===== src/design/assert_macros.svh =====
// ----------------------------------------------------------------------------
// assertion macros
// concurrent assertion helpers, empty when built for synthesis
// ----------------------------------------------------------------------------
`ifndef ASSERT_MACROS_SVH
`define ASSERT_MACROS_SVH
`ifndef SYNTHESIS
`define ASSERT_IMPLIES(name, clk, rst, ante, cons) \
   name: assert property (@(posedge clk) disable iff (rst) (ante) |-> (cons)) \
      else $error("same-cycle implication failed");
`define ASSERT_NEXT(name, clk, rst, ante, cons) \
   name: assert property (@(posedge clk) disable iff (rst) (ante) |=> (cons)) \
      else $error("next-cycle implication failed");
`else
`define ASSERT_IMPLIES(name, clk, rst, ante, cons)
`define ASSERT_NEXT(name, clk, rst, ante, cons)
`endif
`endif


===== src/design/cdrc_pkg.sv =====
// ----------------------------------------------------------------------------
// cdrc_pkg
// shared types and constants of the capability derive/revoke checker
// ----------------------------------------------------------------------------
`timescale 1ns / 1ps

package cdrc_pkg;

   localparam int TYPE_W    = 3;
   localparam int KEY_W     = 16;
   localparam int LOW_W     = 40;
   localparam int MARK_W    = 16;
   localparam int HIGH_W    = 16;
   localparam int RIGHTS_W  = 8;
   localparam int RWX_W     = 3;
   localparam int PERM_W    = 8;
   localparam int MODE_W    = 4;
   localparam int CSR_W     = 8;
   localparam int CSR_IDX_W = 1;

   localparam int REGION_SHIFT = 27;
   localparam int PAGE_SHIFT   = 12;

   // byte addresses: region offset << 27 plus carry, napot end reaches 2^43
   localparam int BYTE_W = KEY_W + REGION_SHIFT + 1;

   typedef logic [TYPE_W-1:0]    kind_type;
   typedef logic [CSR_IDX_W-1:0] csr_idx_type;

   localparam kind_type TY_NONE    = 3'd0;
   localparam kind_type TY_TIME    = 3'd1;
   localparam kind_type TY_MEMORY  = 3'd2;
   localparam kind_type TY_PMP     = 3'd3;
   localparam kind_type TY_MONITOR = 3'd4;
   localparam kind_type TY_CHANNEL = 3'd5;
   localparam kind_type TY_SOCKET  = 3'd6;
   localparam kind_type TY_INVALID = 3'd7;

   localparam csr_idx_type CSR_PERM_MASK = 1'd0;
   localparam csr_idx_type CSR_MODE_MASK = 1'd1;

   localparam logic [PERM_W-1:0] PERM_MASK_RESET = 8'd15;
   localparam logic [MODE_W-1:0] MODE_MASK_RESET = 4'd3;

   typedef struct packed {
      kind_type              kind;
      logic [KEY_W-1:0]      key;
      logic [LOW_W-1:0]      low;
      logic [MARK_W-1:0]     mark;
      logic [HIGH_W-1:0]     high;
      logic [RIGHTS_W-1:0]   rights;
   } cap_type;

   typedef struct packed {
      logic revokable;
      logic derivable;
      logic child_ok;
   } verdict_type;

endpackage


===== src/design/cdrc_req_if.sv =====
// ----------------------------------------------------------------------------
// cdrc_req_if
// request channel: parent and child capability fields
// ----------------------------------------------------------------------------
`timescale 1ns / 1ps

interface cdrc_req_if;
   import cdrc_pkg::*;

   logic                valid;
   logic                ready;
   logic [TYPE_W-1:0]   parent_type;
   logic [KEY_W-1:0]    parent_key;
   logic [LOW_W-1:0]    parent_low;
   logic [MARK_W-1:0]   parent_mark;
   logic [HIGH_W-1:0]   parent_high;
   logic [RIGHTS_W-1:0] parent_rights;
   logic [TYPE_W-1:0]   child_type;
   logic [KEY_W-1:0]    child_key;
   logic [LOW_W-1:0]    child_low;
   logic [MARK_W-1:0]   child_mark;
   logic [HIGH_W-1:0]   child_high;
   logic [RIGHTS_W-1:0] child_rights;

   modport source (
      output valid, parent_type, parent_key, parent_low, parent_mark, parent_high,
             parent_rights, child_type, child_key, child_low, child_mark, child_high,
             child_rights,
      input  ready
   );

   modport sink (
      input  valid, parent_type, parent_key, parent_low, parent_mark, parent_high,
             parent_rights, child_type, child_key, child_low, child_mark, child_high,
             child_rights,
      output ready
   );

endinterface


===== src/design/cdrc_rsp_if.sv =====
// ----------------------------------------------------------------------------
// cdrc_rsp_if
// response channel: revoke and derive flags
// ----------------------------------------------------------------------------
`timescale 1ns / 1ps

interface cdrc_rsp_if;

   logic valid;
   logic ready;
   logic revokable;
   logic derivable;

   modport source (
      output valid, revokable, derivable,
      input  ready
   );

   modport sink (
      input  valid, revokable, derivable,
      output ready
   );

endinterface


===== src/design/cdrc_check.sv =====
// ----------------------------------------------------------------------------
// cdrc_check
// combinational revoke/derive decision for one parent/child pair
// ----------------------------------------------------------------------------
`timescale 1ns / 1ps

module cdrc_check (
   input  cdrc_pkg::cap_type           parent,
   input  cdrc_pkg::cap_type           child,
   input  logic [cdrc_pkg::PERM_W-1:0] perm_mask,
   input  logic [cdrc_pkg::MODE_W-1:0] mode_mask,
   output cdrc_pkg::verdict_type       verdict
);
   import cdrc_pkg::*;

   logic [BYTE_W-1:0] mem_bgn;
   logic [BYTE_W-1:0] mem_end;
   logic [BYTE_W-1:0] pmp_a;
   logic [BYTE_W-1:0] pmp_a1;
   logic [BYTE_W-1:0] pmp_bgn;
   logic [BYTE_W-1:0] pmp_end;
   logic [LOW_W-1:0]  p_high_w;
   logic [LOW_W-1:0]  p_mark_w;
   logic [LOW_W-1:0]  c_high_w;
   logic [LOW_W-1:0]  c_mark_w;
   logic [LOW_W-1:0]  c_key_w;
   logic [KEY_W:0]    c_key1;
   logic [HIGH_W:0]   p_high_x;
   logic              same_key;
   logic              rng_in;
   logic              rng_pre;
   logic              rng_mark;
   logic              pmp_in;
   logic              sock_low;
   logic              sock_mark;
   logic              rwx_ok;
   logic              child_ok;
   logic              rev;
   logic              der;

   // memory byte window from the parent's mark and end pages
   assign mem_bgn = ({{(BYTE_W-KEY_W){1'b0}}, parent.key} << REGION_SHIFT)
                  + ({{(BYTE_W-MARK_W){1'b0}}, parent.mark} << PAGE_SHIFT);
   assign mem_end = ({{(BYTE_W-KEY_W){1'b0}}, parent.key} << REGION_SHIFT)
                  + ({{(BYTE_W-HIGH_W){1'b0}}, parent.high} << PAGE_SHIFT);

   // napot: base clears the trailing ones, end is (a | a+1) + 1
   assign pmp_a   = {{(BYTE_W-LOW_W){1'b0}}, child.low};
   assign pmp_a1  = pmp_a + {{(BYTE_W-1){1'b0}}, 1'b1};
   assign pmp_bgn = (pmp_a & pmp_a1) << 2;
   assign pmp_end = ((pmp_a | pmp_a1) + {{(BYTE_W-1){1'b0}}, 1'b1}) << 2;

   assign p_high_w = {{(LOW_W-HIGH_W){1'b0}}, parent.high};
   assign p_mark_w = {{(LOW_W-MARK_W){1'b0}}, parent.mark};
   assign c_high_w = {{(LOW_W-HIGH_W){1'b0}}, child.high};
   assign c_mark_w = {{(LOW_W-MARK_W){1'b0}}, child.mark};
   assign c_key_w  = {{(LOW_W-KEY_W){1'b0}}, child.key};
   assign c_key1   = {1'b0, child.key} + {{KEY_W{1'b0}}, 1'b1};
   assign p_high_x = {1'b0, parent.high};

   assign same_key  = parent.key == child.key;
   assign rng_in    = (parent.low <= child.low) && (c_high_w <= p_high_w);
   assign rng_pre   = (parent.low == child.low) && (c_high_w <= p_high_w);
   assign rng_mark  = (p_mark_w <= child.low) && (c_high_w <= p_high_w);
   assign pmp_in    = (mem_bgn <= pmp_bgn) && (pmp_end <= mem_end);
   assign sock_low  = (parent.low <= c_key_w) && (c_key1 <= p_high_x);
   assign sock_mark = (parent.mark <= child.key) && (c_key1 <= p_high_x);
   assign rwx_ok    = (child.rights[RWX_W-1:0] & ~parent.rights[RWX_W-1:0]) == '0;

   always_comb begin
      child_ok = 1'b0;
      if (child.kind inside {TY_TIME, TY_MEMORY, TY_MONITOR, TY_CHANNEL}) begin
         child_ok = (child.low == c_mark_w) && (child.low < c_high_w);
      end else if (child.kind == TY_PMP) begin
         child_ok = child.mark == '0;
      end else if (child.kind == TY_SOCKET) begin
         child_ok = ((child.rights & ~perm_mask) == '0)
                 && ((child.mark & ~{{(MARK_W-MODE_W){1'b0}}, mode_mask}) == '0);
      end
   end

   always_comb begin
      rev = 1'b0;
      der = 1'b0;
      case (parent.kind)
         TY_TIME: begin
            rev = (child.kind == TY_TIME) && same_key && rng_in;
            der = (child.kind == TY_TIME) && same_key && rng_pre;
         end
         TY_MEMORY: begin
            if (child.kind == TY_PMP) begin
               rev = pmp_in;
               der = pmp_in && rwx_ok;
            end else begin
               rev = (child.kind == TY_MEMORY) && same_key && rng_in;
               der = (child.kind == TY_MEMORY) && same_key && rng_mark && rwx_ok;
            end
         end
         TY_MONITOR: begin
            rev = (child.kind == TY_MONITOR) && rng_in;
            der = (child.kind == TY_MONITOR) && rng_mark;
         end
         TY_CHANNEL: begin
            if (child.kind == TY_SOCKET) begin
               rev = sock_low;
               der = (child.low == '0) && sock_mark;
            end else begin
               rev = (child.kind == TY_CHANNEL) && rng_in;
               der = (child.kind == TY_CHANNEL) && rng_mark;
            end
         end
         TY_SOCKET: begin
            // revoke reads the child as a socket whatever its type
            rev = (parent.low == '0) && (child.low != '0) && same_key;
            der = (child.kind == TY_SOCKET) && same_key && (parent.low == '0)
               && (child.low != '0) && (parent.mark == child.mark)
               && (parent.rights == child.rights);
         end
         default: begin
            rev = 1'b0;
            der = 1'b0;
         end
      endcase
   end

   assign verdict.revokable = rev;
   assign verdict.derivable = der && child_ok;
   assign verdict.child_ok  = child_ok;

endmodule


===== src/design/capability_derive_revoke_check.sv =====
// ----------------------------------------------------------------------------
// capability_derive_revoke_check
// decides whether a parent capability may revoke a child and whether the
// child may be derived from it
// ----------------------------------------------------------------------------
//  channel  | dir | payload                                  | handshake
//  req_ch   | in  | parent and child type/key/low/mark/...   | valid/ready
//  rsp_ch   | out | revokable, derivable                     | valid/ready
//  csr_*    | in  | perm mask (index 0), mode mask (index 1) | write enable
//
//  two register stages: a request is captured in the request register, checked
//  by combinational logic, and its flags land in the response register
//  one request per cycle when the response side keeps up
//  the response register stalls on rsp ready low; the request register
//  keeps accepting until both stages hold a request
//  reset is synchronous, clears the valid bits and reloads the csr masks
//  with their reset values
// ----------------------------------------------------------------------------
`timescale 1ns / 1ps
`include "assert_macros.svh"

module capability_derive_revoke_check (
   input  logic                           clock,
   input  logic                           reset,
   cdrc_req_if.sink                       req_ch,
   cdrc_rsp_if.source                     rsp_ch,
   input  logic                           csr_we,
   input  logic [cdrc_pkg::CSR_IDX_W-1:0] csr_index,
   input  logic [cdrc_pkg::CSR_W-1:0]     csr_wdata
);
   import cdrc_pkg::*;

   logic [PERM_W-1:0] perm_mask_ff;
   logic [PERM_W-1:0] perm_mask_in;
   logic [MODE_W-1:0] mode_mask_ff;
   logic [MODE_W-1:0] mode_mask_in;

   logic              s1_valid_ff;
   logic              s1_valid_in;
   cap_type           s1_parent_ff;
   cap_type           s1_parent_in;
   cap_type           s1_child_ff;
   cap_type           s1_child_in;

   logic              rsp_valid_ff;
   logic              rsp_valid_in;
   verdict_type       rsp_verdict_ff;
   verdict_type       rsp_verdict_in;

   verdict_type       chk;
   logic              s1_take;
   logic              s2_take;
   logic              s1_no_rules;

   // csr writes
   always_comb begin
      perm_mask_in = perm_mask_ff;
      mode_mask_in = mode_mask_ff;
      if (csr_we) begin
         case (csr_index)
            CSR_PERM_MASK: perm_mask_in = csr_wdata[PERM_W-1:0];
            CSR_MODE_MASK: mode_mask_in = csr_wdata[MODE_W-1:0];
            default: begin
               perm_mask_in = perm_mask_ff;
               mode_mask_in = mode_mask_ff;
            end
         endcase
      end
   end

   assign s2_take      = !rsp_valid_ff || rsp_ch.ready;
   assign s1_take      = !s1_valid_ff || s2_take;
   assign req_ch.ready = s1_take;

   assign s1_valid_in  = s1_take ? req_ch.valid : s1_valid_ff;
   assign rsp_valid_in = s2_take ? s1_valid_ff : rsp_valid_ff;

   always_comb begin
      s1_parent_in        = s1_parent_ff;
      s1_child_in         = s1_child_ff;
      if (s1_take && req_ch.valid) begin
         s1_parent_in.kind   = req_ch.parent_type;
         s1_parent_in.key    = req_ch.parent_key;
         s1_parent_in.low    = req_ch.parent_low;
         s1_parent_in.mark   = req_ch.parent_mark;
         s1_parent_in.high   = req_ch.parent_high;
         s1_parent_in.rights = req_ch.parent_rights;
         s1_child_in.kind    = req_ch.child_type;
         s1_child_in.key     = req_ch.child_key;
         s1_child_in.low     = req_ch.child_low;
         s1_child_in.mark    = req_ch.child_mark;
         s1_child_in.high    = req_ch.child_high;
         s1_child_in.rights  = req_ch.child_rights;
      end
   end

   cdrc_check u_check (
      .parent    (s1_parent_ff),
      .child     (s1_child_ff),
      .perm_mask (perm_mask_ff),
      .mode_mask (mode_mask_ff),
      .verdict   (chk)
   );

   assign rsp_verdict_in = (s2_take && s1_valid_ff) ? chk : rsp_verdict_ff;

   always_ff @(posedge clock) begin
      if (reset) begin
         perm_mask_ff <= PERM_MASK_RESET;
         mode_mask_ff <= MODE_MASK_RESET;
         s1_valid_ff  <= 1'b0;
         rsp_valid_ff <= 1'b0;
      end else begin
         perm_mask_ff <= perm_mask_in;
         mode_mask_ff <= mode_mask_in;
         s1_valid_ff  <= s1_valid_in;
         rsp_valid_ff <= rsp_valid_in;
      end
   end

   always_ff @(posedge clock) begin
      s1_parent_ff   <= s1_parent_in;
      s1_child_ff    <= s1_child_in;
      rsp_verdict_ff <= rsp_verdict_in;
   end

   assign rsp_ch.valid     = rsp_valid_ff;
   assign rsp_ch.revokable = rsp_verdict_ff.revokable;
   assign rsp_ch.derivable = rsp_verdict_ff.derivable;

   // parent kinds that carry no rules
   assign s1_no_rules = s1_parent_ff.kind inside {TY_NONE, TY_PMP, TY_INVALID};

   // checks
   `ASSERT_NEXT(a_req_lands, clock, reset, req_ch.valid && req_ch.ready, s1_valid_ff)
   `ASSERT_NEXT(a_s1_moves, clock, reset, s1_valid_ff && s2_take, rsp_valid_ff)
   `ASSERT_IMPLIES(a_derive_valid, clock, reset, s1_valid_ff && chk.derivable, chk.child_ok)
   `ASSERT_IMPLIES(a_no_rules, clock, reset, s1_valid_ff && s1_no_rules, !chk.revokable && !chk.derivable)

endmodule

===== src/flat_wrapper.sv =====
// flat-port wrapper written by rule: the top's interface ports become plain ports
module capability_derive_revoke_check_flat import cdrc_pkg::*;
  (clock, reset, csr_we, csr_index, csr_wdata, req_ch_valid, req_ch_parent_type, req_ch_parent_key, req_ch_parent_low, req_ch_parent_mark, req_ch_parent_high, req_ch_parent_rights, req_ch_child_type, req_ch_child_key, req_ch_child_low, req_ch_child_mark, req_ch_child_high, req_ch_child_rights, req_ch_ready, rsp_ch_valid, rsp_ch_revokable, rsp_ch_derivable, rsp_ch_ready);
  cdrc_req_if req_ch_i ();
  cdrc_rsp_if rsp_ch_i ();
  input  logic clock;
  input  logic reset;
  input  logic csr_we;
  input  logic [cdrc_pkg::CSR_IDX_W-1:0] csr_index;
  input  logic [cdrc_pkg::CSR_W-1:0] csr_wdata;
  input wire logic [$bits(req_ch_i.valid)-1:0] req_ch_valid;
  input wire logic [$bits(req_ch_i.parent_type)-1:0] req_ch_parent_type;
  input wire logic [$bits(req_ch_i.parent_key)-1:0] req_ch_parent_key;
  input wire logic [$bits(req_ch_i.parent_low)-1:0] req_ch_parent_low;
  input wire logic [$bits(req_ch_i.parent_mark)-1:0] req_ch_parent_mark;
  input wire logic [$bits(req_ch_i.parent_high)-1:0] req_ch_parent_high;
  input wire logic [$bits(req_ch_i.parent_rights)-1:0] req_ch_parent_rights;
  input wire logic [$bits(req_ch_i.child_type)-1:0] req_ch_child_type;
  input wire logic [$bits(req_ch_i.child_key)-1:0] req_ch_child_key;
  input wire logic [$bits(req_ch_i.child_low)-1:0] req_ch_child_low;
  input wire logic [$bits(req_ch_i.child_mark)-1:0] req_ch_child_mark;
  input wire logic [$bits(req_ch_i.child_high)-1:0] req_ch_child_high;
  input wire logic [$bits(req_ch_i.child_rights)-1:0] req_ch_child_rights;
  output wire logic [$bits(req_ch_i.ready)-1:0] req_ch_ready;
  output wire logic [$bits(rsp_ch_i.valid)-1:0] rsp_ch_valid;
  output wire logic [$bits(rsp_ch_i.revokable)-1:0] rsp_ch_revokable;
  output wire logic [$bits(rsp_ch_i.derivable)-1:0] rsp_ch_derivable;
  input wire logic [$bits(rsp_ch_i.ready)-1:0] rsp_ch_ready;
  assign req_ch_i.valid = req_ch_valid;
  assign req_ch_i.parent_type = req_ch_parent_type;
  assign req_ch_i.parent_key = req_ch_parent_key;
  assign req_ch_i.parent_low = req_ch_parent_low;
  assign req_ch_i.parent_mark = req_ch_parent_mark;
  assign req_ch_i.parent_high = req_ch_parent_high;
  assign req_ch_i.parent_rights = req_ch_parent_rights;
  assign req_ch_i.child_type = req_ch_child_type;
  assign req_ch_i.child_key = req_ch_child_key;
  assign req_ch_i.child_low = req_ch_child_low;
  assign req_ch_i.child_mark = req_ch_child_mark;
  assign req_ch_i.child_high = req_ch_child_high;
  assign req_ch_i.child_rights = req_ch_child_rights;
  assign req_ch_ready = req_ch_i.ready;
  assign rsp_ch_valid = rsp_ch_i.valid;
  assign rsp_ch_revokable = rsp_ch_i.revokable;
  assign rsp_ch_derivable = rsp_ch_i.derivable;
  assign rsp_ch_i.ready = rsp_ch_ready;
  capability_derive_revoke_check u_core (.clock(clock), .reset(reset), .req_ch(req_ch_i), .rsp_ch(rsp_ch_i), .csr_we(csr_we), .csr_index(csr_index), .csr_wdata(csr_wdata));
endmodule

===== config.mk =====
export PLATFORM = sky130hd
export DESIGN_NAME = capability_derive_revoke_check_flat
export DESIGN_NICKNAME = d
export VERILOG_FILES = /design/src/design/cdrc_pkg.sv /design/src/design/cdrc_req_if.sv /design/src/design/cdrc_rsp_if.sv /design/src/design/cdrc_check.sv /design/src/design/capability_derive_revoke_check.sv /design/src/flat_wrapper.sv
export VERILOG_INCLUDE_DIRS = /design/src /design/src/design
export SDC_FILE = /design/constraint.sdc
export NUM_CORES = 1
export LEC_CHECK = 0
export BUFFER_PORTS_ARGS = -buffer_cell sky130_fd_sc_hd__buf_2
export CAP_MARGIN = 20
export CORE_MARGIN = 2
export CORE_UTILIZATION = 40
export CTS_CLUSTER_DIAMETER = 200
export CTS_CLUSTER_SIZE = 10
export DETAILED_ROUTE_END_ITERATION = 8
export GPL_TIMING_DRIVEN = 0
export PLACE_DENSITY_LB_ADDON = 0.08
export SYNTH_ARGS = -nofsm -noshare
export SYNTH_HDL_FRONTEND = slang
export SYNTH_SLANG_ARGS = --single-unit

===== constraint.sdc =====
create_clock -name clock -period 5.5 [get_ports clock]
set_input_delay 0.275 -clock clock [delete_from_list [all_inputs] [get_ports clock]]
set_output_delay 0.275 -clock clock [all_outputs]
set_load 0.1 [all_outputs]

==> metrics.txt, run 1 <==
drt total wl approximately 55000 um; outcome finished, final reports clean; I/O pins 216; die height just over 200 um; hold_ws roughly 0.043 ns; Crit Path Category reg2reg; post-layout util 0.5417; FP Rows 72; core footprint between 30000 and 40000 um^2; CP Launch Type flip-flop; Mean Syn Cell Area approximately 10 um^2; Netlist cell types 81; total power about 4.4 mW; Final Max Slew Viols 0; Final period util 0.9751; Max Root-Sink Buffers 3; crit path max fanout 10; post-synthesis sequential area ratio 0.4028; total number of vias roughly 14000; asr flop ratio synth 0; IO Port Bufs 215; number of synthesized flops with an enable pin 200; Cells after Synth around 1500; Worst Tran Pin Value between 1 and 1.5 ns; DRC viols 0; Power Dens Cells between 200 and 250 nW/um^2; CTS tree yes; met2 WL about 27000 um; top_reg_cell synth edfxtp_1; first-pass GRT wire length between 80000 and 90000 um; Routed wire per std cell ~21 um; routability cong. about 0.90; final hold viol count 0; Max transition margin 0.2041; diode count 0; antenna-violating nets left 0; clock skew roughly 0.012 ns; Worst Path Required around 6 ns; die area between 40000 and 50000 um^2; largest net degree at the start of global routing slightly below 70; Overall Global Routing Usage 0.2648; CTS H-tree lvls 1; initial antenna violation count 0; syn_nets a little under 2000; Area Growth Syn to Fin 33.84%; CP Capture Type flip-flop; number of synthesized register bits between 200 and 250; maxcap violations 0; final setup vio count 0; Initial Util 0.4047; clk_lat worst skew roughly 0.55 ns; worst vdd ir roughly 0.2 mV; Synth warnings 0; Clock Root Buffer clkbuf_16; hpwl dp about 42000 um; die width about 200 um; vias per std cell around 5.5; met1 WL about 23000 um; worst endpoint data arrival time roughly 5.8 ns; fmax between 150 and 200 MHz; gr ovfl total 0; Reg clk slew, reported paths ~0.060 ns; vias in the first global route around 14000; worst min-delay path category in2reg; leak pwr 8.571 nW; CTS buffer count 25; fin nets 2449; Routed met3 length between 2000 and 2500 um; Top Metal Used met4; layout cells sized above 1 0.1827; clk sink count 214; fillers 3567; mapped cell area ~16000 um^2; number of DRC markers in iteration 0 833; minimum clock period between 5 and 6 ns; router iterations before antenna repair 7
[cells in the final DEF (no fill, tap or decap), drive strengths merged, types with 5 or more instances in the layout]
| master | netlist | final |
|---|---|---|
| nand3 | 54 | 55 |
| maj3 | 7 | 7 |
| a31oi | 17 | 17 |
| a211oi | 13 | 13 |
| nor3 | 43 | 43 |
| and4 | 12 | 12 |
| o21a | 5 | 5 |
| or4 | 8 | 8 |
| nor4 | 43 | 43 |
| nand2b | 9 | 9 |
| nor2b | 21 | 21 |
| nor4b | 5 | 5 |
| mux2i | 7 | 7 |
| dlygate4sd3 | 0 | 211 |
| inv | 108 | 109 |
| a211o | 12 | 12 |
| a21o | 23 | 23 |
| nand2 | 108 | 108 |
| a21oi | 101 | 101 |
| o22ai | 9 | 9 |
| xnor2 | 82 | 82 |
| edfxtp | 200 | 200 |
| a2111oi | 10 | 10 |
| o31ai | 14 | 14 |
| buf | 22 | 272 |
| o21ai | 60 | 60 |
| and3 | 17 | 17 |
| a41oi | 6 | 6 |
| nand4 | 66 | 66 |
| xor2 | 37 | 37 |
| clkbuf | 39 | 74 |
| dfxtp | 14 | 14 |
| nor2 | 84 | 84 |
| o211ai | 14 | 14 |
| ha | 206 | 206 |
| o2111ai | 7 | 7 |
[worst max-delay path, cell delays in order, from the launching register on]
cell and delay [ns]:
edfxtp_1 0.37, buf_4 0.21, nand2_4 0.11, or4_4 0.57
a22oi_2 0.19, buf_4 0.17, o211ai_1 0.09, buf_4 0.18
o41ai_1 0.84, ha_1 0.25, nand4_1 0.15, nor4_4 0.37
and4_1 0.25, nand4_1 0.12, nor4_4 0.36, a211oi_2 0.13
or4_1 0.58, a31oi_4 0.23
[sequential cells by signal, summed over array words and instances, names as in the netlist]
signal	cells
u_core.s1_valid_ff	1
u_core.perm_mask_ff	8
u_core.s1_parent_ff	99
u_core.rsp_ch.valid	1
u_core.rsp_ch.revokable	1
u_core.s1_child_ff	99
u_core.rsp_ch.derivable	1
u_core.mode_mask_ff	4
[power breakdown]
part / internal (mW) / leakage (nW) / total (mW) / switching, mW
registers: 1.89 / 2.07 / 2.00 / 0.104
clock network: 0.835 / 0.335 / 1.47 / 0.635
logic: 0.422 / 6.17 / 0.903 / 0.481
total: 3.15 / 8.57 / 4.37 / 1.22
[synthesized netlist by cell type, drive strengths merged, types with 37 or more instances]
master | count | area (um^2)
edfxtp | 200 | 6006
nor4 | 43 | 341.6
nor2 | 84 | 317.8
o21ai | 60 | 300.3
nand3 | 54 | 292.8
nand2 | 108 | 410.4
xnor2 | 82 | 718.2
inv | 108 | 405.4
ha | 206 | 2577
a21oi | 101 | 505.5
nand4 | 66 | 440.4
nor3 | 43 | 241.5
clkbuf | 39 | 146.4
xor2 | 37 | 324.1
[area by class of cell]
type	count	area [um^2]	share of cell area
multi-input combinational	1160	9014	0.4316
clock buffer	36	666.9	0.03193
timing repair buffer	464	3556	0.1703
sequential	214	6286	0.3010
buffer	57	277.8	0.01330
tap	518	648.1	0.03103
inverter	109	409.1	0.01959
clock inverter	2	28.78	0.001378
[final timing paths]
check / start / end / slack, ns / cells after the start
max: u_core.s1_child_ff[45]$_DFFE_PP_ / u_core.rsp_ch.derivable$_DFFE_PP_ / 0.14 / 17
min: rsp_ch_ready / u_core.rsp_ch.valid$_SDFFE_PP0P_ / 0.04 / 4
max reg2reg: u_core.s1_child_ff[45]$_DFFE_PP_ / u_core.rsp_ch.derivable$_DFFE_PP_ / 0.14 / 17
min reg2reg: u_core.mode_mask_ff[1]$_SDFFE_PP1P_ / u_core.mode_mask_ff[1]$_SDFFE_PP1P_ / 0.46 / 1
[metrics by stage]
| stage | setup WS, ns | area (um^2) | std cells | TNS (ns) |
|---|---|---|---|---|
| after floorplan | 0.8492 | 15610 | 1543 | 0 |
| after global placement | -0.7590 | 17330 | 2276 | -1.307 |
| after detailed placement | -0.8719 | 17430 | 2280 | -1.430 |
| after CTS | -0.01102 | 20510 | 2544 | -0.01102 |
| after global routing | -0.07077 | 20890 | 2560 | -0.07077 |
| final | 0.1370 | 20890 | 2560 | 0 |
[repair_timing]
item	4_1_cts	5_1_grt
hold endpoints to repair	209	0
resized for setup	27	53
hold buffers	211	0
buffers inserted	16	18
endpoints found under the setup margin	2	2
cloned	0	1
pin swaps	9	18
[layer usage]
metal	vias up	global-route usage
met1	6737	0.3354
met3	90	0.03013
li1	6850	-
met4	0	0.07957
met5	-	0
met2	372	0.4729
[cell families (layout without fill, tap and decap cells)]
| logic type | Yosys count | after routing | synth area share |
|---|---|---|---|
| AOI/OAI and AO/OA | 331 | 331 | 0.1394 |
| buffers and inverters | 170 | 668 | 0.04338 |
| xor gates and xnor gates | 119 | 119 | 0.06679 |
| adders and majority gates | 213 | 213 | 0.1697 |
| muxes | 7 | 7 | 0.004490 |
| and+or+nand+nor | 489 | 490 | 0.1735 |
| DFF | 214 | 214 | 0.4028 |
(Power assumes the default switching activity.)
==> inputs of run 2 (changes only) <==
- ABC_AREA: not set -> 1
- clock period: 5.5 -> 4.84 ns (I/O delays scaled with it)
==> run 2 against run 1 <==
Compared with the run above:
- clock-buffer cell count unchanged
- combinational power up 16%
- largest cell class unchanged
- routed wire length up 3.1%
- clock power up 16%
- hold slack better by 0.018 ns
- die area up 1.6%
==> metrics.txt, run 2 <==
drt total wl between 50000 and 60000 um; antenna-violating nets left 0; Overall Global Routing Usage 0.2726; Max Root-Sink Buffers 3; pre-CTS setup slack -0.07908 ns; commonest non-fill, non-tap cell in the layout nand2_1; crit path max fanout 7; post-layout util 0.5355; hpwl dp ~44000 um; clock skew ~0.009 ns; most instantiated cells after synthesis nand2_1 (458), inv_1 (262), nor2_1 (230); Synth warnings 0; final instance area roughly 21000 um^2; final setup vio count 0; minimum clock period 4.521 ns; top-area cell type share of the netlist area 0.3785; die height 203.2 um; Mean Syn Cell Area ~8.3 um^2; first-pass GRT wire length 85060 um; worst min-delay path category in2reg; PnR worst setup slack around 0.32 ns; initial antenna violation count 0; maxcap violations 0; CTS tree yes; CTS buffer count 25; fillers approximately 3700; diode count 0; Clock Root Buffer clkbuf_16; fmax around 220 MHz; sum of negative setup slack 0 ns; number of synthesized register bits 214; number of DRC markers in iteration 0 around 1100; I/O pins ~220; Worst Tran Pin Value around 0.81 ns; layout cells sized above 1 0.1343; top_reg_cell synth edfxtp_1; core footprint between 30000 and 40000 um^2; Final period util 0.9341; most frequent cell after synthesis nand2_1; DRC viols 0; Power Dens Cells approximately 240 nW/um^2; Cells after Synth 1923; gr ovfl total 0; Crit Path Category reg2reg; fin nets around 2800; routability cong. roughly 0.96; total number of vias between 10000 and 15000; post-synthesis sequential area ratio 0.3962; IO Port Bufs around 220; worst endpoint data arrival time about 4.9 ns; die area 41270 um^2; Reg clk slew, reported paths 0.06 ns; FP Rows 72; Initial Util 0.4077; worst vdd ir between 0.2 and 0.3 mV; CTS H-tree lvls 1; vias in the first global route approximately 15000; Net Sw Frac 0.2904; Largest regs u_core.s1_child_ff x99, u_core.s1_parent_ff x99, u_core.perm_mask_ff x8; Max transition margin 0.4584; Netlist cell types 43; leak pwr around 9.6 nW; router iterations before antenna repair 6; commonest non-fill, non-tap cells in the layout nand2_1 (453), inv_1 (259), nor2_1 (222); CP Launch Type flip-flop; Seq pwr share 0.454; Clk network pwr share 0.338; CP Capture Type flip-flop; Worst R2R Setup Slack between 0.3 and 0.4 ns; clk sink count about 210; Synth area leaders edfxtp_1 (38%), ha_1 (16%), nand2_1 (11%); Area after DPL around 18000 um^2; syn_nets approximately 2300; clk_lat worst skew 0.57 ns; cell taking the most area after synthesis edfxtp_1; outcome finished, final reports clean; Routed wire per std cell 19.19 um; Worst Path Required roughly 5.3 ns; die width 203.2 um; P_int roughly 3.6 mW; Area Growth Syn to Fin 31.36%; hold_ws between 0.06 and 0.07 ns; vias per std cell roughly 5; largest net degree at the start of global routing 47; asr flop ratio synth 0; Psw about 1.5 mW; Final Max Slew Viols 0; number of synthesized flops with an enable pin 200; final hold viol count 0; mapped cell area roughly 16000 um^2; Comb pwr share 0.208
[run 2: cell count changes after synthesis, moves of 21 or more]
| cell | before | now |
|---|---|---|
| nand3_1 | 51 | 106 |
| a21o_1 | 23 | 2 |
| inv_1 | 108 | 262 |
| xor2_1 | 37 | 61 |
| nor2b_1 | 21 | 0 |
| nand2_1 | 106 | 458 |
| xnor2_1 | 82 | 45 |
| nor2_1 | 83 | 230 |
| clkbuf_1 | 39 | 7 |
[run 2: metrics by stage]
step,std cells,power (mW)
floorplan,1923,2.832
global placement,2656,3.169
detailed placement,2661,3.187
CTS,2915,5.020
global route,2938,5.272
finish,2938,5.023
[run 2: final cells by class]
type / instances / area [um^2] / share of cell area
multi-input cells: 1436 / 8656 / 0.4153
flip-flops and latches: 214 / 6287 / 0.3017
repair buffers: 459 / 3508 / 0.1683
inverters: 263 / 994.7 / 0.04773
clock buffers: 36 / 666.9 / 0.03200
well taps: 518 / 648.1 / 0.03110
plain buffers: 10 / 50.05 / 0.002402
clock inverters: 2 / 28.78 / 0.001381
[run 2: what timing repair did]
action / 4_1_cts / 5_1_grt
gates resized for setup: 0 / 30
buffers inserted: 6 / 22
setup endpoints to repair: 2 / 2
hold buffers: 210 / 0
hold endpoints to repair: 212 / 0
pin swaps: 0 / 2
[run 2: power by group through the flow]
stage          clock [mW]  sequential, mW  combinational, mW
5_1_grt              1.81            2.29               1.18
2_1_floorplan           0            2.27              0.560
3_3_place_gp            0            2.34              0.832
3_5_place_dp            0            2.32              0.866
4_1_cts              1.73            2.28               1.01
6_report             1.70            2.28               1.05
[run 2: worst paths after layout]
path	endpoint	start	cells past startpoint
worst max register to register	u_core.rsp_ch.derivable$_DFFE_PP_	u_core.s1_child_ff[40]$_DFFE_PP_	26
worst min-delay path	u_core.perm_mask_ff[3]$_SDFFE_PP1P_	csr_index	4
worst max-delay path	u_core.rsp_ch.derivable$_DFFE_PP_	u_core.s1_child_ff[40]$_DFFE_PP_	26
worst min register to register	u_core.perm_mask_ff[5]$_SDFFE_PP0P_	u_core.perm_mask_ff[5]$_SDFFE_PP0P_	2
[run 2: logic make-up (layout without fill, tap and decap cells)]
kind of cell	count (synthesis)	in the layout	share of synthesized area
AO/OA/AOI/OAI	184	184	0.06388
XOR/XNOR	106	106	0.05852
adder cells (fa/ha/maj)	206	206	0.1625
buffers and inverters	273	770	0.06498
flip-flops	214	214	0.3962
AND/OR/NAND/NOR	940	940	0.2539
[run 2: layer usage]
layer / GRT usage / wire [um] / vias to the layer above
met4: 0.09515 / 2171 / 0
met5: 0 / 0 / -
met2: 0.4686 / 26760 / 480
met3: 0.03787 / 3016 / 105
li1: - / - / 7454
met1: 0.3516 / 24420 / 6908
[run 2: critical path, stage by stage (launching register included)]
cell	delay [ns]
edfxtp_1	0.42
buf_6	0.21
nand2_4	0.12
nor2_4	0.18
nand3b_1	0.17
inv_1	0.11
nand4_1	0.21
nand2_1	0.24
nand2_1	0.11
nor2_2	0.16
nand4_2	0.18
nor3_4	0.20
nand4_1	0.12
nor2_1	0.18
ha_1	0.18
nand2_1	0.07
nor2_1	0.17
nand4_1	0.18
nor2_2	0.20
nand3_1	0.11
nor2_1	0.11
nand3_1	0.07
o21ai_1	0.20
nand2_1	0.11
nand2_1	0.12
nand2_1	0.06
a21oi_1	0.14
